File: src/design/dgpc_pkg.sv
// ----------------------------------------------------------------------------
// dgpc_pkg
// Shared types, codes and helpers for the downhill grid path counter.
// ----------------------------------------------------------------------------
package dgpc_pkg;

    // walk sequencer states
    typedef enum logic [3:0] {
        ST_IDLE,
        ST_CLEAR,
        ST_INIT,
        ST_FETCH,
        ST_QWAIT,
        ST_CWAIT,
        ST_NSEL,
        ST_NEVAL,
        ST_FIN,
        ST_FWAIT
    } t_state;

    // neighbor step order: right, down, left, up
    typedef enum logic [1:0] {
        DIR_RIGHT,
        DIR_DOWN,
        DIR_LEFT,
        DIR_UP
    } t_dir;

    // configuration register indexes
    localparam logic REG_ROW_COUNT    = 1'b0;
    localparam logic REG_COLUMN_COUNT = 1'b1;

    localparam int COUNT_W  = 32;
    localparam int HEIGHT_W = 16;
    localparam int PADDR_W  = 3;
    localparam int PDATA_W  = 32;
    localparam int CFG_W    = 7;

    // walker status seen by the top level
    typedef struct packed {
        logic idle;
        logic clearing;
    } t_walk_status;

    // saturating add: MSB is the saturation flag
    function automatic logic [COUNT_W:0] sat_add(input logic [COUNT_W-1:0] a,
                                                 input logic [COUNT_W-1:0] b);
        logic [COUNT_W:0] s;
        s = {1'b0, a} + {1'b0, b};
        if (s[COUNT_W]) begin
            return {1'b1, {COUNT_W{1'b1}}};
        end
        return s;
    endfunction

endpackage

File: src/design/dgpc_cfg.sv
// ----------------------------------------------------------------------------
// dgpc_cfg
// APB register file for row and column counts, clamped on write.
// ----------------------------------------------------------------------------
module dgpc_cfg #(
    parameter int MAX_ROWS    = 64,
    parameter int MAX_COLUMNS = 64
) (
    input  logic                                    i_clk,
    input  logic                                    i_rst_n,
    input  logic                                    psel,
    input  logic                                    penable,
    input  logic                                    pwrite,
    input  logic [dgpc_pkg::PADDR_W-1:0]            paddr,
    input  logic [dgpc_pkg::PDATA_W-1:0]            pwdata,
    output logic [dgpc_pkg::PDATA_W-1:0]            prdata,
    output logic                                    pready,
    output logic [$clog2(MAX_ROWS+1)-1:0]           o_rows,
    output logic [$clog2(MAX_COLUMNS+1)-1:0]        o_cols
);

    localparam int RW       = $clog2(MAX_ROWS + 1);
    localparam int CLW      = $clog2(MAX_COLUMNS + 1);
    localparam int ROWS_RST = (MAX_ROWS < 64) ? MAX_ROWS : 64;
    localparam int COLS_RST = (MAX_COLUMNS < 64) ? MAX_COLUMNS : 64;

    logic [RW-1:0]  r_rows, n_rows;
    logic [CLW-1:0] r_cols, n_cols;
    logic           w_wr;

    assign w_wr   = psel && penable && pwrite;
    assign pready = 1'b1;

    // clamp 0 to 1 and large values to the maximum
    always_comb begin
        int v;
        v      = int'(pwdata[dgpc_pkg::CFG_W-1:0]);
        n_rows = r_rows;
        n_cols = r_cols;
        if (w_wr && (paddr[2] == dgpc_pkg::REG_ROW_COUNT)) begin
            n_rows = (v == 0) ? RW'(1) : ((v > MAX_ROWS) ? RW'(MAX_ROWS) : RW'(v));
        end
        if (w_wr && (paddr[2] == dgpc_pkg::REG_COLUMN_COUNT)) begin
            n_cols = (v == 0) ? CLW'(1) :
                     ((v > MAX_COLUMNS) ? CLW'(MAX_COLUMNS) : CLW'(v));
        end
    end

    always_ff @(posedge i_clk) begin
        if (!i_rst_n) begin
            r_rows <= RW'(ROWS_RST);
            r_cols <= CLW'(COLS_RST);
        end else begin
            r_rows <= n_rows;
            r_cols <= n_cols;
        end
    end

    // read back
    assign prdata = (paddr[2] == dgpc_pkg::REG_ROW_COUNT) ?
                    dgpc_pkg::PDATA_W'(r_rows) : dgpc_pkg::PDATA_W'(r_cols);

    assign o_rows = r_rows;
    assign o_cols = r_cols;

endmodule

File: config.mk
export PLATFORM = sky130hd
export DESIGN_NAME = dgpc_cfg
export DESIGN_NICKNAME = d
export VERILOG_FILES = /design/src/design/dgpc_pkg.sv /design/src/design/dgpc_cfg.sv
export SDC_FILE = /design/constraint.sdc
export NUM_CORES = 1
export LEC_CHECK = 0
export ABC_AREA = 0
export CAP_MARGIN = 20
export CORE_MARGIN = 2
export CORE_UTILIZATION = 65
export DETAILED_ROUTE_END_ITERATION = 8
export DONT_BUFFER_PORTS = 1
export PLACE_DENSITY_LB_ADDON = 0.15
export SETUP_SLACK_MARGIN = 0.05
export SLEW_MARGIN = 20
export SYNTH_ARGS = -nofsm -noshare
export SYNTH_HDL_FRONTEND = slang
export SYNTH_SLANG_ARGS = --single-unit
export TNS_END_PERCENT = 10
File: constraint.sdc
create_clock -name i_clk -period 1.5 [get_ports i_clk]
set_input_delay 0.3 -clock i_clk [delete_from_list [all_inputs] [get_ports i_clk]]
set_output_delay 0.3 -clock i_clk [all_outputs]
set_load 0.1 [all_outputs]
After elaboration in Yosys (flattened, before gate mapping)
Cells that the tools add are included.
W data, S select, Z words.
{"block": "word_totals", "regBits": 14, "out_inout_bits": 47, "input_bits": 40, "elab_cells": 12}
{"block": "op_classes", "n_lt_le_gt_ge": 1, "bitwise_logic": 1, "muxes": 3, "n_reduce_logical": 5}
{"cell": "$mux W7", "count": 3}
{"cell": "$gt A7 B7 Y1 const B", "count": 1}
{"cell": "$logic_not A7 Y1", "count": 1}
{"cell": "$logic_and A1 B1 Y1", "count": 4}
{"cell": "$not A1 Y1", "count": 1}

Depth between registers and ports, before layout
Gate-level depths: netlist of run 1.
{"block": "logic_depth", "word_depth": 3, "depth_mapped": 5, "depth_no_buf": 3}

Worst setup path before layout of run 1
No wires, ideal clock.
{"block": "synth_timing", "path_type": "reg-to-output", "start": "register r_cols[1], in the netlist o_cols[1]", "end": "output prdata[1] (netlist name)", "arrival_ns": 1.604, "slack_ns": -0.404, "n_path_buf": 0, "path_stages_with_launch": 2, "required_ns": 1.200, "cell_sequence": "dfxtp_1 -> mux2_2"}
{"block": "synth_between", "elab_chain_len": 1}
{"item": "start: declaration", "line_no": "dgpc_cfg.sv:28", "source": "logic [CLW-1:0] r_cols, n_cols;"}
{"item": "start signal: assignment", "line_no": "dgpc_cfg.sv:52", "source": "r_cols <= CLW'(COLS_RST);"}
{"item": "start signal: assignment", "line_no": "dgpc_cfg.sv:55", "source": "r_cols <= n_cols;"}
{"item": "$mux W7", "line_no": "dgpc_cfg.sv:60", "source": "assign prdata = (paddr[2] == dgpc_pkg::REG_ROW_COUNT) ?"}
{"item": "end: declaration", "line_no": "dgpc_cfg.sv:16", "source": "output logic [dgpc_pkg::PDATA_W-1:0] prdata,"}
Every way passes these cells.

Worst setup path after layout of run 1
{"block": "layout_timing", "start": "register r_cols[6], in the netlist o_cols[6]", "end": "output prdata[6] (netlist name)"}
The elaborated chain is that of the path after synthesis.

==> reports/summary.txt, run 1 <==
status -> completed
Hold Path Sink -> o_rows[6]
number of buffers added to fix hold violations after cts -> 0
antenna-violating nets left -> 0
pin count of the biggest net entering global routing -> 15
share of layout cells above drive strength 1 -> 44.1%
number of warning messages in the yosys log -> 0
Worst path max stage delay -> 0.33 ns
IO Count -> 87
Critical Path Fanout Max -> 2
final routed wirelength across all metal layers -> 1790 um
die extent in x -> 40.9 um
number of cells produced by synthesis -> 99
Setup violations, final -> 0
CTS Buf Count -> 3
setup repair after global routing missed its margin -> no
share of the yosys chip area belonging to registers -> 31.6%
Post-synth top cells -> buf_4, dfxtp_1, nand2_1
gpl congestion -> 0.721
DRT Pass-1 Iters -> 3
routed length on met2 -> 924 um
HPWL after detailed placement -> 1440 um
number of DRC violations after detailed-routing iteration 0 -> 2
Final Worst Setup Slack -> 0.120 ns
count of input and output buffers -> 0
classification of the worst setup path -> flip-flop to output port
maximum vdd ir drop -> 0.000717 V
synth top area cells -> dfxtp_1, buf_4, mux2_2
critical path buffer and inverter count -> 1
post-synthesis instance area -> 887 um^2
combined global-route utilization of all metal layers -> 23.6%
arrival time of data at the critical path endpoint -> 1.08 ns
endpoint of the most critical register-to-register path -> o_cols[2]
count of pins over their slew limit -> 0
average footprint of a synthesized cell -> 8.96 um^2
n_diodes -> 0
number of buffers between clock root and the deepest sink -> 2
reg-to-reg slack, setup -> 0.51 ns
post-synthesis cell type with the largest combined area -> dfxtp_1
worst endpoint required time -> 1.20 ns
count of state elements after synthesis -> 14
global-route wire length before repair -> 2500 um
vias after detailed routing -> 659
final worst-path cycle share -> 92.0%
Pleak -> 0.478 nW
length in cells of the worst reg-to-reg path -> 3
crit start category -> flip-flop
Met1 Routed Length -> 673 um
highest metal layer with signal wires -> met4
beginning of the worst register-to-register path -> o_cols[2]
final critical delay including setup and external delays -> 1.38 ns
via count of the first global-routing pass -> 614
Starting Density -> 69.0%
critical path capture point type -> output port
count of cell types in the netlist -> 20
area inside the core boundary -> 1280 um^2
floorplan row count -> 13
clock tree from TritonCTS -> built
sink count of the clock tree -> 14
total of cells resized after clock tree synthesis -> 0
power density over the cells -> 1030 nW/um^2
initial antenna violation count -> 0
Min-Delay Path Class -> primary input to flip-flop
post-place setup slack -> 0.381 ns
gate family responsible for the most delay along the worst path -> flip-flops
critical path cell sequence -> mux2_2 > buf_12
Via-to-Cell Ratio -> 4.95
DIE AREA -> 1680 um^2
Post-layout nets -> 159
Worst Min Path Start -> i_rst_n
Post-synth EDFFs -> 0
# H-tree levels -> 1
CTS root buf -> clkbuf_4
share of flip-flops with an asynchronous set or reset after synthesis -> 0%
DR WL met3 -> 172 um
overall overflow remaining after global route -> 0
Area Growth Syn to Fin -> 19.5%
Worst-Skew Late Latency -> 0.28 ns
WHS -> 0.0766 ns
depth of the worst hold-timing path -> 1
top flip-flop cell by instance count after synthesis -> dfxtp_1
total of fill cells in the finished design -> 86
Critical Path Slowest Stage Cell -> dfxtp_2
drt drc -> 0
detailed-route wire length per cell -> 13.5 um
vertical extent of the die -> 40.9 um
maximum capacitance violations -> 0
clock edge transition at the registers on the reported setup and hold paths -> 0.09 ns
timing startpoint of the critical path -> o_cols[6]
number of hold violations in the final report -> 0
Post-Route Skew -> 0 ns
setup repair bufs after CTS -> 0
most common cell in the synthesized netlist -> buf_4
portion of synthesized cell area occupied by the leading cell type -> 31.6%
highest clock rate -> 725 MHz
registers in the layout (all words and copies together), names as in the netlist:
signal and count:
o_cols 7, o_rows 7
layout by cell type (no fill, tap or decap):
master | Yosys | layout
a21boi_0 | 5 | 5
a21oi_1 | 3 | 3
and2b_2 | 5 | 5
and4_2 | 1 | 1
and4b_1 | 1 | 1
buf_12 | 0 | 6
buf_4 | 26 | 15
clkbuf_4 | 0 | 3
clkbuf_8 | 0 | 1
conb_1 | 2 | 26
dfxtp_2 | 0 | 14
mux2_2 | 7 | 6
mux2_4 | 0 | 1
mux2i_1 | 6 | 6
nand2_1 | 13 | 13
nand3_1 | 1 | 1
nand4_1 | 1 | 1
nor2_1 | 1 | 1
nor2b_1 | 6 | 6
nor4_1 | 1 | 1
o21ai_0 | 2 | 2
final cells by class:
cell class,count,area [um^2],share of cell area (%)
timing repair buffer,21,233,22.0
clock buffer,4,36.3,3.42
sequential,14,298,28.1
multi-input combinational,79,474,44.7
tap,15,18.8,1.77
routing by layer:
layer | global-route usage [%] | vias up
li1 | - | 312
met1 | 22.8 | 311
met2 | 43.0 | 32
met3 | 9.78 | 4
met4 | 10.0 | 0
met5 | 0 | -
how the worst max path moves through the flow:
stage	to	cells after the start
floorplan	prdata[2]	1
global placement	prdata[0]	2
detailed placement	prdata[2]	2
CTS	prdata[6]	2
global route	prdata[6]	2
finish	prdata[6]	2
stage by stage:
stage / instances / power, mW / instance area, um^2 / util [%] / TNS [ns]
CTS: 133 / 1.09 / 1060 / 82.5 / 0
floorplan: 123 / 0.849 / 998 / - / -0.309
finish: 133 / 1.09 / 1060 / 82.5 / 0
detailed placement: 129 / 0.819 / 1020 / 79.6 / 0
global route: 133 / 1.12 / 1060 / 82.5 / 0
global placement: 129 / 0.816 / 1020 / 79.6 / 0
cells by family (layout without fill, tap and decap cells):
kind of cell	after synthesis	in the layout	share of synthesized area, %
DFF	14	14	31.6
AOI/OAI and AO/OA	10	10	7.05
buffers and inverters	30	25	25.5
and+or+nand+nor	30	30	19.3
muxes	13	13	15.7
other	2	26	0.847
power breakdown:
group          total [mW]  internal (mW)  switching (mW)
Combinational       0.429         0.0467           0.382
Clock               0.280          0.148           0.132
Sequential          0.382          0.379         0.00338
No activity file was read; power rests on OpenSTA's default activity.
==> run 2: changes to the inputs <==
--- a/config.mk
+++ b/config.mk
@@ -13,2 +13,3 @@
 export DONT_BUFFER_PORTS = 1
+export GPL_TIMING_DRIVEN = 0
 export PLACE_DENSITY_LB_ADDON = 0.15
==> constraint.sdc (replaced) <==
create_clock -name i_clk -period 1.5 [get_ports i_clk]
set_input_delay 0.075 -clock i_clk [delete_from_list [all_inputs] [get_ports i_clk]]
set_output_delay 0.075 -clock i_clk [all_outputs]
set_load 0.1 [all_outputs]
==> run 2 against run 1 <==
Net effect:
- combinational power about the same
- count of clock-buffer cells in the layout unchanged
- via count up 2.9%
- clock power down 2%
- utilization up 5.6 points
- design area up 6.7%
- sequential cell count unchanged
- die area unchanged
- wire length up 11%
- maximum frequency up 3.9%
- register-to-register slack about the same
- critical endpoint is now prdata[4]
- sequential share of layout area up 1.3 points
==> reports/summary.txt, run 2 (synthesized netlist as in run 1, its figures left out) <==
status -> completed (unchanged)
Via-to-Cell Ratio -> 4.71 (was 4.95)
detailed-route wire length per cell -> 13.8 um (was 13.5 um)
clock tree from TritonCTS -> built (unchanged)
DRT Pass-1 Iters -> 4 (was 3)
Critical Path Slowest Stage Cell -> dfxtp_4 (was dfxtp_2)
Min-Delay Path Class -> primary input to flip-flop (unchanged)
Critical Path Fanout Max -> 3 (was 2)
pin count of the biggest net entering global routing -> 11 (was 15)
HPWL after detailed placement -> 1300 um (was 1440 um)
WHS -> 0.0887 ns (was 0.0766 ns)
global-route wire length before repair -> 2920 um (was 2500 um)
Worst-Skew Late Latency -> 0.28 ns (about the same)
Worst path max stage delay -> 0.55 ns (was 0.33 ns)
drt drc -> 0 (unchanged)
post-route total power -> 1.12 mW (was 1.09 mW)
combined global-route utilization of all metal layers -> 27.7% (was 23.6%)
critical path buffer and inverter count -> 0 (was 1)
DIE AREA -> 1680 um^2 (unchanged)
reg-to-reg slack, setup -> 0.51 ns (about the same)
depth of the worst hold-timing path -> 3 (was 1)
Post-Route Skew -> 0 ns (unchanged)
count of input and output buffers -> 0 (unchanged)
gate family responsible for the most delay along the worst path -> flip-flops (unchanged)
arrival time of data at the critical path endpoint -> 1.25 ns (was 1.08 ns)
routed length on met2 -> 1080 um (was 924 um)
critical path capture point type -> output port (unchanged)
Met1 Routed Length -> 725 um (was 673 um)
final worst-path cycle share -> 88.5% (was 92.0%)
vertical extent of the die -> 40.9 um (unchanged)
n_diodes -> 0 (unchanged)
floorplan row count -> 13 (unchanged)
maximum vdd ir drop -> 0.000675 V (was 0.000717 V)
crit start category -> flip-flop (unchanged)
area of placed instances -> 1000 um^2 (was 1020 um^2)
Post-Layout Inst Area -> 1130 um^2 (was 1060 um^2)
CTS root buf -> clkbuf_4 (unchanged)
endpoint of the most critical register-to-register path -> o_cols[1] (was o_cols[2])
initial antenna violation count -> 0 (unchanged)
non-filler instance count after layout -> 144 (was 133)
setup repair bufs after CTS -> 0 (unchanged)
DR WL met3 -> 177 um (was 172 um)
Post-layout nets -> 170 (was 159)
sink count of the clock tree -> 14 (unchanged)
highest clock rate -> 753 MHz (was 725 MHz)
number of buffers between clock root and the deepest sink -> 2 (unchanged)
clock edge transition at the registers on the reported setup and hold paths -> 0.09 ns (about the same)
Starting Density -> 69.0% (unchanged)
via count of the first global-routing pass -> 657 (was 614)
count of pins over their slew limit -> 0 (unchanged)
setup repair after global routing missed its margin -> no (unchanged)
gpl congestion -> 0.718 (was 0.721)
IO Count -> 87 (unchanged)
number of DRC violations after detailed-routing iteration 0 -> 11 (was 2)
share of layout cells above drive strength 1 -> 46.5% (was 44.1%)
number of hold violations in the final report -> 0 (unchanged)
beginning of the worst register-to-register path -> o_cols[1] (was o_cols[2])
classification of the worst setup path -> flip-flop to output port (unchanged)
maximum capacitance violations -> 0 (unchanged)
CTS Buf Count -> 3 (unchanged)
area inside the core boundary -> 1280 um^2 (unchanged)
highest metal layer with signal wires -> met4 (unchanged)
critical path cell sequence -> mux2_4 (was mux2_2 > buf_12)
Pleak -> 0.536 nW (was 0.478 nW)
number of instances in the placed design -> 138 (was 129)
vias after detailed routing -> 678 (was 659)
final routed wirelength across all metal layers -> 1990 um (was 1790 um)
leading cell types in the layout, fill and taps excluded -> buf_4, conb_1, dfxtp_4, nand2_1, mux2_4 (was conb_1, buf_4, dfxtp_2, nand2_1)
# H-tree levels -> 1 (unchanged)
antenna-violating nets left -> 0 (unchanged)
Setup violations, final -> 0 (unchanged)
final critical delay including setup and external delays -> 1.33 ns (was 1.38 ns)
total of fill cells in the finished design -> 69 (was 86)
Worst Min Path Start -> pwdata[6] (was i_rst_n)
die extent in x -> 40.9 um (unchanged)
length in cells of the worst reg-to-reg path -> 2 (was 3)
Hold Path Sink -> o_cols[0] (was o_rows[6])
post-place setup slack -> -0.212 ns (was 0.381 ns)
Area Growth Syn to Fin -> 27.5% (was 19.5%)
worst endpoint required time -> 1.42 ns (was 1.20 ns)
overall overflow remaining after global route -> 0 (unchanged)
power density over the cells -> 988 nW/um^2 (was 1030 nW/um^2)
Final Worst Setup Slack -> 0.172 ns (was 0.120 ns)
## run 2: cell types whose count changed in the layout (fill, tap and decap cells not counted), moves of 6 or more
cell and delta:
buf_12 -6, buf_4 +11, dfxtp_2 -14, dfxtp_4 +14
mux2_2 -6, mux2_4 +6
## run 2: worst max path at each step
stage               from        end  depth (start not counted)
2_1_floorplan  o_rows[2]  prdata[2]                          1
3_3_place_gp   o_rows[2]  prdata[2]                          1
3_5_place_dp   o_rows[3]  prdata[3]                          1
4_1_cts        o_rows[1]  prdata[1]                          1
5_1_grt        o_rows[4]  prdata[4]                          1
6_report       o_rows[4]  prdata[4]                          1
## run 2: what timing repair did
| action | 4_1_cts | 5_1_grt |
|---|---|---|
| hold buffers | 2 | 0 |
| endpoints found under the hold margin | 6 | 0 |
| gates resized for setup | 28 | 0 |
| setup endpoints to repair | 7 | 0 |
## run 2: area by class of cell
type                       count  area, um^2  share of cell area (%)
multi-input combinational     79         497                    43.9
tap                           15        18.8                    1.66
timing repair buffer           2        20.0                    1.77
buffer                        30         226                    20.0
clock buffer                   4        36.3                    3.21
sequential                    14         333                    29.4
## run 2: per-layer routing
layer | vias up | track usage [%]
li1 | 335 | -
met1 | 309 | 28.8
met2 | 32 | 52.0
met3 | 2 | 5.43
met4 | 0 | 12.5
met5 | - | 0
## run 2: metrics by stage
step	utilization [%]	TNS [ns]
2_1_floorplan	-	-1.06
3_3_place_gp	78.2	-1.20
3_5_place_dp	78.2	-1.21
4_1_cts	88.0	0
5_1_grt	88.0	0
6_report	88.0	0
## run 2: where the power goes
part           internal, mW  leakage (nW)  switching [mW]
clock network         0.148        0.0210           0.125
logic                0.0821         0.392           0.350
registers             0.358         0.123          0.0543
## run 2: tightest hold or removal path: cells and delay by family
family | cells | cell delay (ns)
simple gates | 1 | 0.02
compound gates | 2 | 0.23
==> run 3: changes to the inputs <==
CELL_PAD_IN_SITES_DETAIL_PLACEMENT = 1   (was default)
CELL_PAD_IN_SITES_GLOBAL_PLACEMENT = 2   (was default)
CORE_UTILIZATION = 31   (was 65)
==> run 3 against run 2 <==
Net effect:
- worst setup slack better by 0.00082 ns
- sequential power barely moved
- total power is 0.51% lower
- critical path depth stayed put
==> reports/summary.txt, run 3 (synthesized netlist as in run 1, its figures left out) <==
pin count of the biggest net entering global routing -> 11 (unchanged)
Critical Path Slowest Stage Cell -> dfxtp_4 (unchanged)
count of input and output buffers -> 0 (unchanged)
setup repair bufs after CTS -> 0 (unchanged)
gpl congestion -> 0.730 (was 0.718)
drt drc -> 0 (unchanged)
status -> completed (unchanged)
combined global-route utilization of all metal layers -> 12.5% (was 27.7%)
Worst-Skew Late Latency -> 0.28 ns (about the same)
final critical delay including setup and external delays -> 1.33 ns (about the same)
CTS Buf Count -> 3 (unchanged)
die extent in x -> 57.5 um (was 40.9 um)
DIE AREA -> 3310 um^2 (was 1680 um^2)
beginning of the worst register-to-register path -> o_rows[0] (was o_cols[1])
via count of the first global-routing pass -> 665 (was 657)
Via-to-Cell Ratio -> 4.29 (was 4.71)
global-route wire length before repair -> 3080 um (was 2920 um)
Area Growth Syn to Fin -> 29.8% (was 27.5%)
length in cells of the worst reg-to-reg path -> 2 (unchanged)
post-place setup slack -> -0.224 ns (was -0.212 ns)
power density over the cells -> 966 nW/um^2 (was 988 nW/um^2)
Final Worst Setup Slack -> 0.173 ns (was 0.172 ns)
detailed-route wire length per cell -> 12.9 um (was 13.8 um)
critical path capture point type -> output port (unchanged)
Worst Min Path Start -> pwdata[6] (unchanged)
DRT Pass-1 Iters -> 4 (unchanged)
HPWL after detailed placement -> 1590 um (was 1300 um)
# H-tree levels -> 1 (unchanged)
critical path buffer and inverter count -> 0 (unchanged)
overall overflow remaining after global route -> 0 (unchanged)
WHS -> 0.0833 ns (was 0.0887 ns)
crit start category -> flip-flop (unchanged)
leading cell types in the layout, fill and taps excluded -> buf_4, conb_1, dfxtp_4, nand2_1, mux2_4 (unchanged)
depth of the worst hold-timing path -> 3 (unchanged)
endpoint of the most critical register-to-register path -> o_rows[0] (was o_cols[1])
Post-layout nets -> 170 (unchanged)
number of buffers between clock root and the deepest sink -> 2 (unchanged)
number of hold violations in the final report -> 0 (unchanged)
timing startpoint of the critical path -> o_rows[6] (was o_rows[4])
number of DRC violations after detailed-routing iteration 0 -> 18 (was 11)
Pleak -> 0.536 nW (unchanged)
reg-to-reg slack, setup -> 0.61 ns (was 0.51 ns)
area inside the core boundary -> 2730 um^2 (was 1280 um^2)
n_diodes -> 0 (unchanged)
maximum vdd ir drop -> 0.000456 V (was 0.000675 V)
setup repair after global routing missed its margin -> no (unchanged)
CTS root buf -> clkbuf_4 (unchanged)
initial antenna violation count -> 0 (unchanged)
Min-Delay Path Class -> primary input to flip-flop (unchanged)
clock edge transition at the registers on the reported setup and hold paths -> 0.09 ns (about the same)
classification of the worst setup path -> flip-flop to output port (unchanged)
Critical Path Fanout Max -> 3 (unchanged)
share of layout cells above drive strength 1 -> 46.5% (unchanged)
floorplan row count -> 19 (was 13)
arrival time of data at the critical path endpoint -> 1.25 ns (about the same)
antenna-violating nets left -> 0 (unchanged)
clock tree from TritonCTS -> built (unchanged)
sink count of the clock tree -> 14 (unchanged)
vertical extent of the die -> 57.5 um (was 40.9 um)
Hold Path Sink -> o_rows[0] (was o_cols[0])
final routed wirelength across all metal layers -> 2060 um (was 1990 um)
count of pins over their slew limit -> 0 (unchanged)
gate family responsible for the most delay along the worst path -> flip-flops (unchanged)
Starting Density -> 32.4% (was 69.0%)
critical path cell sequence -> mux2_4 (unchanged)
Setup violations, final -> 0 (unchanged)
Post-Route Skew -> 0 ns (unchanged)
maximum capacitance violations -> 0 (unchanged)
IO Count -> 87 (unchanged)
vias after detailed routing -> 686 (was 678)
post-route total power -> 1.11 mW (was 1.12 mW)
Worst path max stage delay -> 0.55 ns (about the same)
highest clock rate -> 754 MHz (was 753 MHz)
final worst-path cycle share -> 88.5% (about the same)
worst endpoint required time -> 1.42 ns (about the same)
[run 3: cell counts in the layout (fill, tap and decap cells not counted)]
No cell type changed its count.
[run 3: worst reg2reg max path: stages (launching register included)]
cell and delay (ns):
dfxtp_4 0.54, o21ai_0 0.15, a21oi_1 0.13
[run 3: repair_timing]
action / in CTS / in global routing
gates resized for setup: 27 / 1
pin swaps: 0 / 0
hold endpoints to repair: 6 / 0
hold buffers: 2 / 0
setup endpoints to repair: 7 / 1
[run 3: worst max-delay path by stage]
stage / endpoint / slack [ns] / cells past startpoint
after floorplan: prdata[2] / -0.18 / 1
final: prdata[6] / 0.17 / 1
after CTS: prdata[5] / -0.007 / 1
after global routing: prdata[6] / 0.14 / 1
after global placement: prdata[5] / -0.21 / 1
after detailed placement: prdata[5] / -0.22 / 1
[run 3: routing by layer]
layer / share of wire, % / global-route usage [%]
met5: 0 / 0
met4: 1.1 / 6.98
met3: 11 / 2.95
met2: 49 / 20.5
met1: 39 / 14.9
[run 3: layout make-up]
type	count	area [um^2]
Sequential cell	14	333
Multi-Input combinational cell	79	497
Timing Repair Buffer	2	20.0
Clock buffer	4	36.3
Fill cell	316	1580
Tap cell	31	38.8
Buffer	30	226
[run 3: power by group]
part	total (mW)	switching (mW)	internal [mW]
combinational	0.430	0.348	0.0820
sequential	0.412	0.0541	0.358
clock	0.269	0.121	0.148
[run 3: through the flow]
stage	instance area, um^2	utilization, %	setup TNS [ns]	std cells
after global placement	1020	37.5	-1.23	154
after global routing	1150	42.1	0	160
after detailed placement	1020	37.5	-1.27	154
final	1150	42.1	0	160
after floorplan	986	-	-1.06	123
after CTS	1150	42.0	-0.00734	160
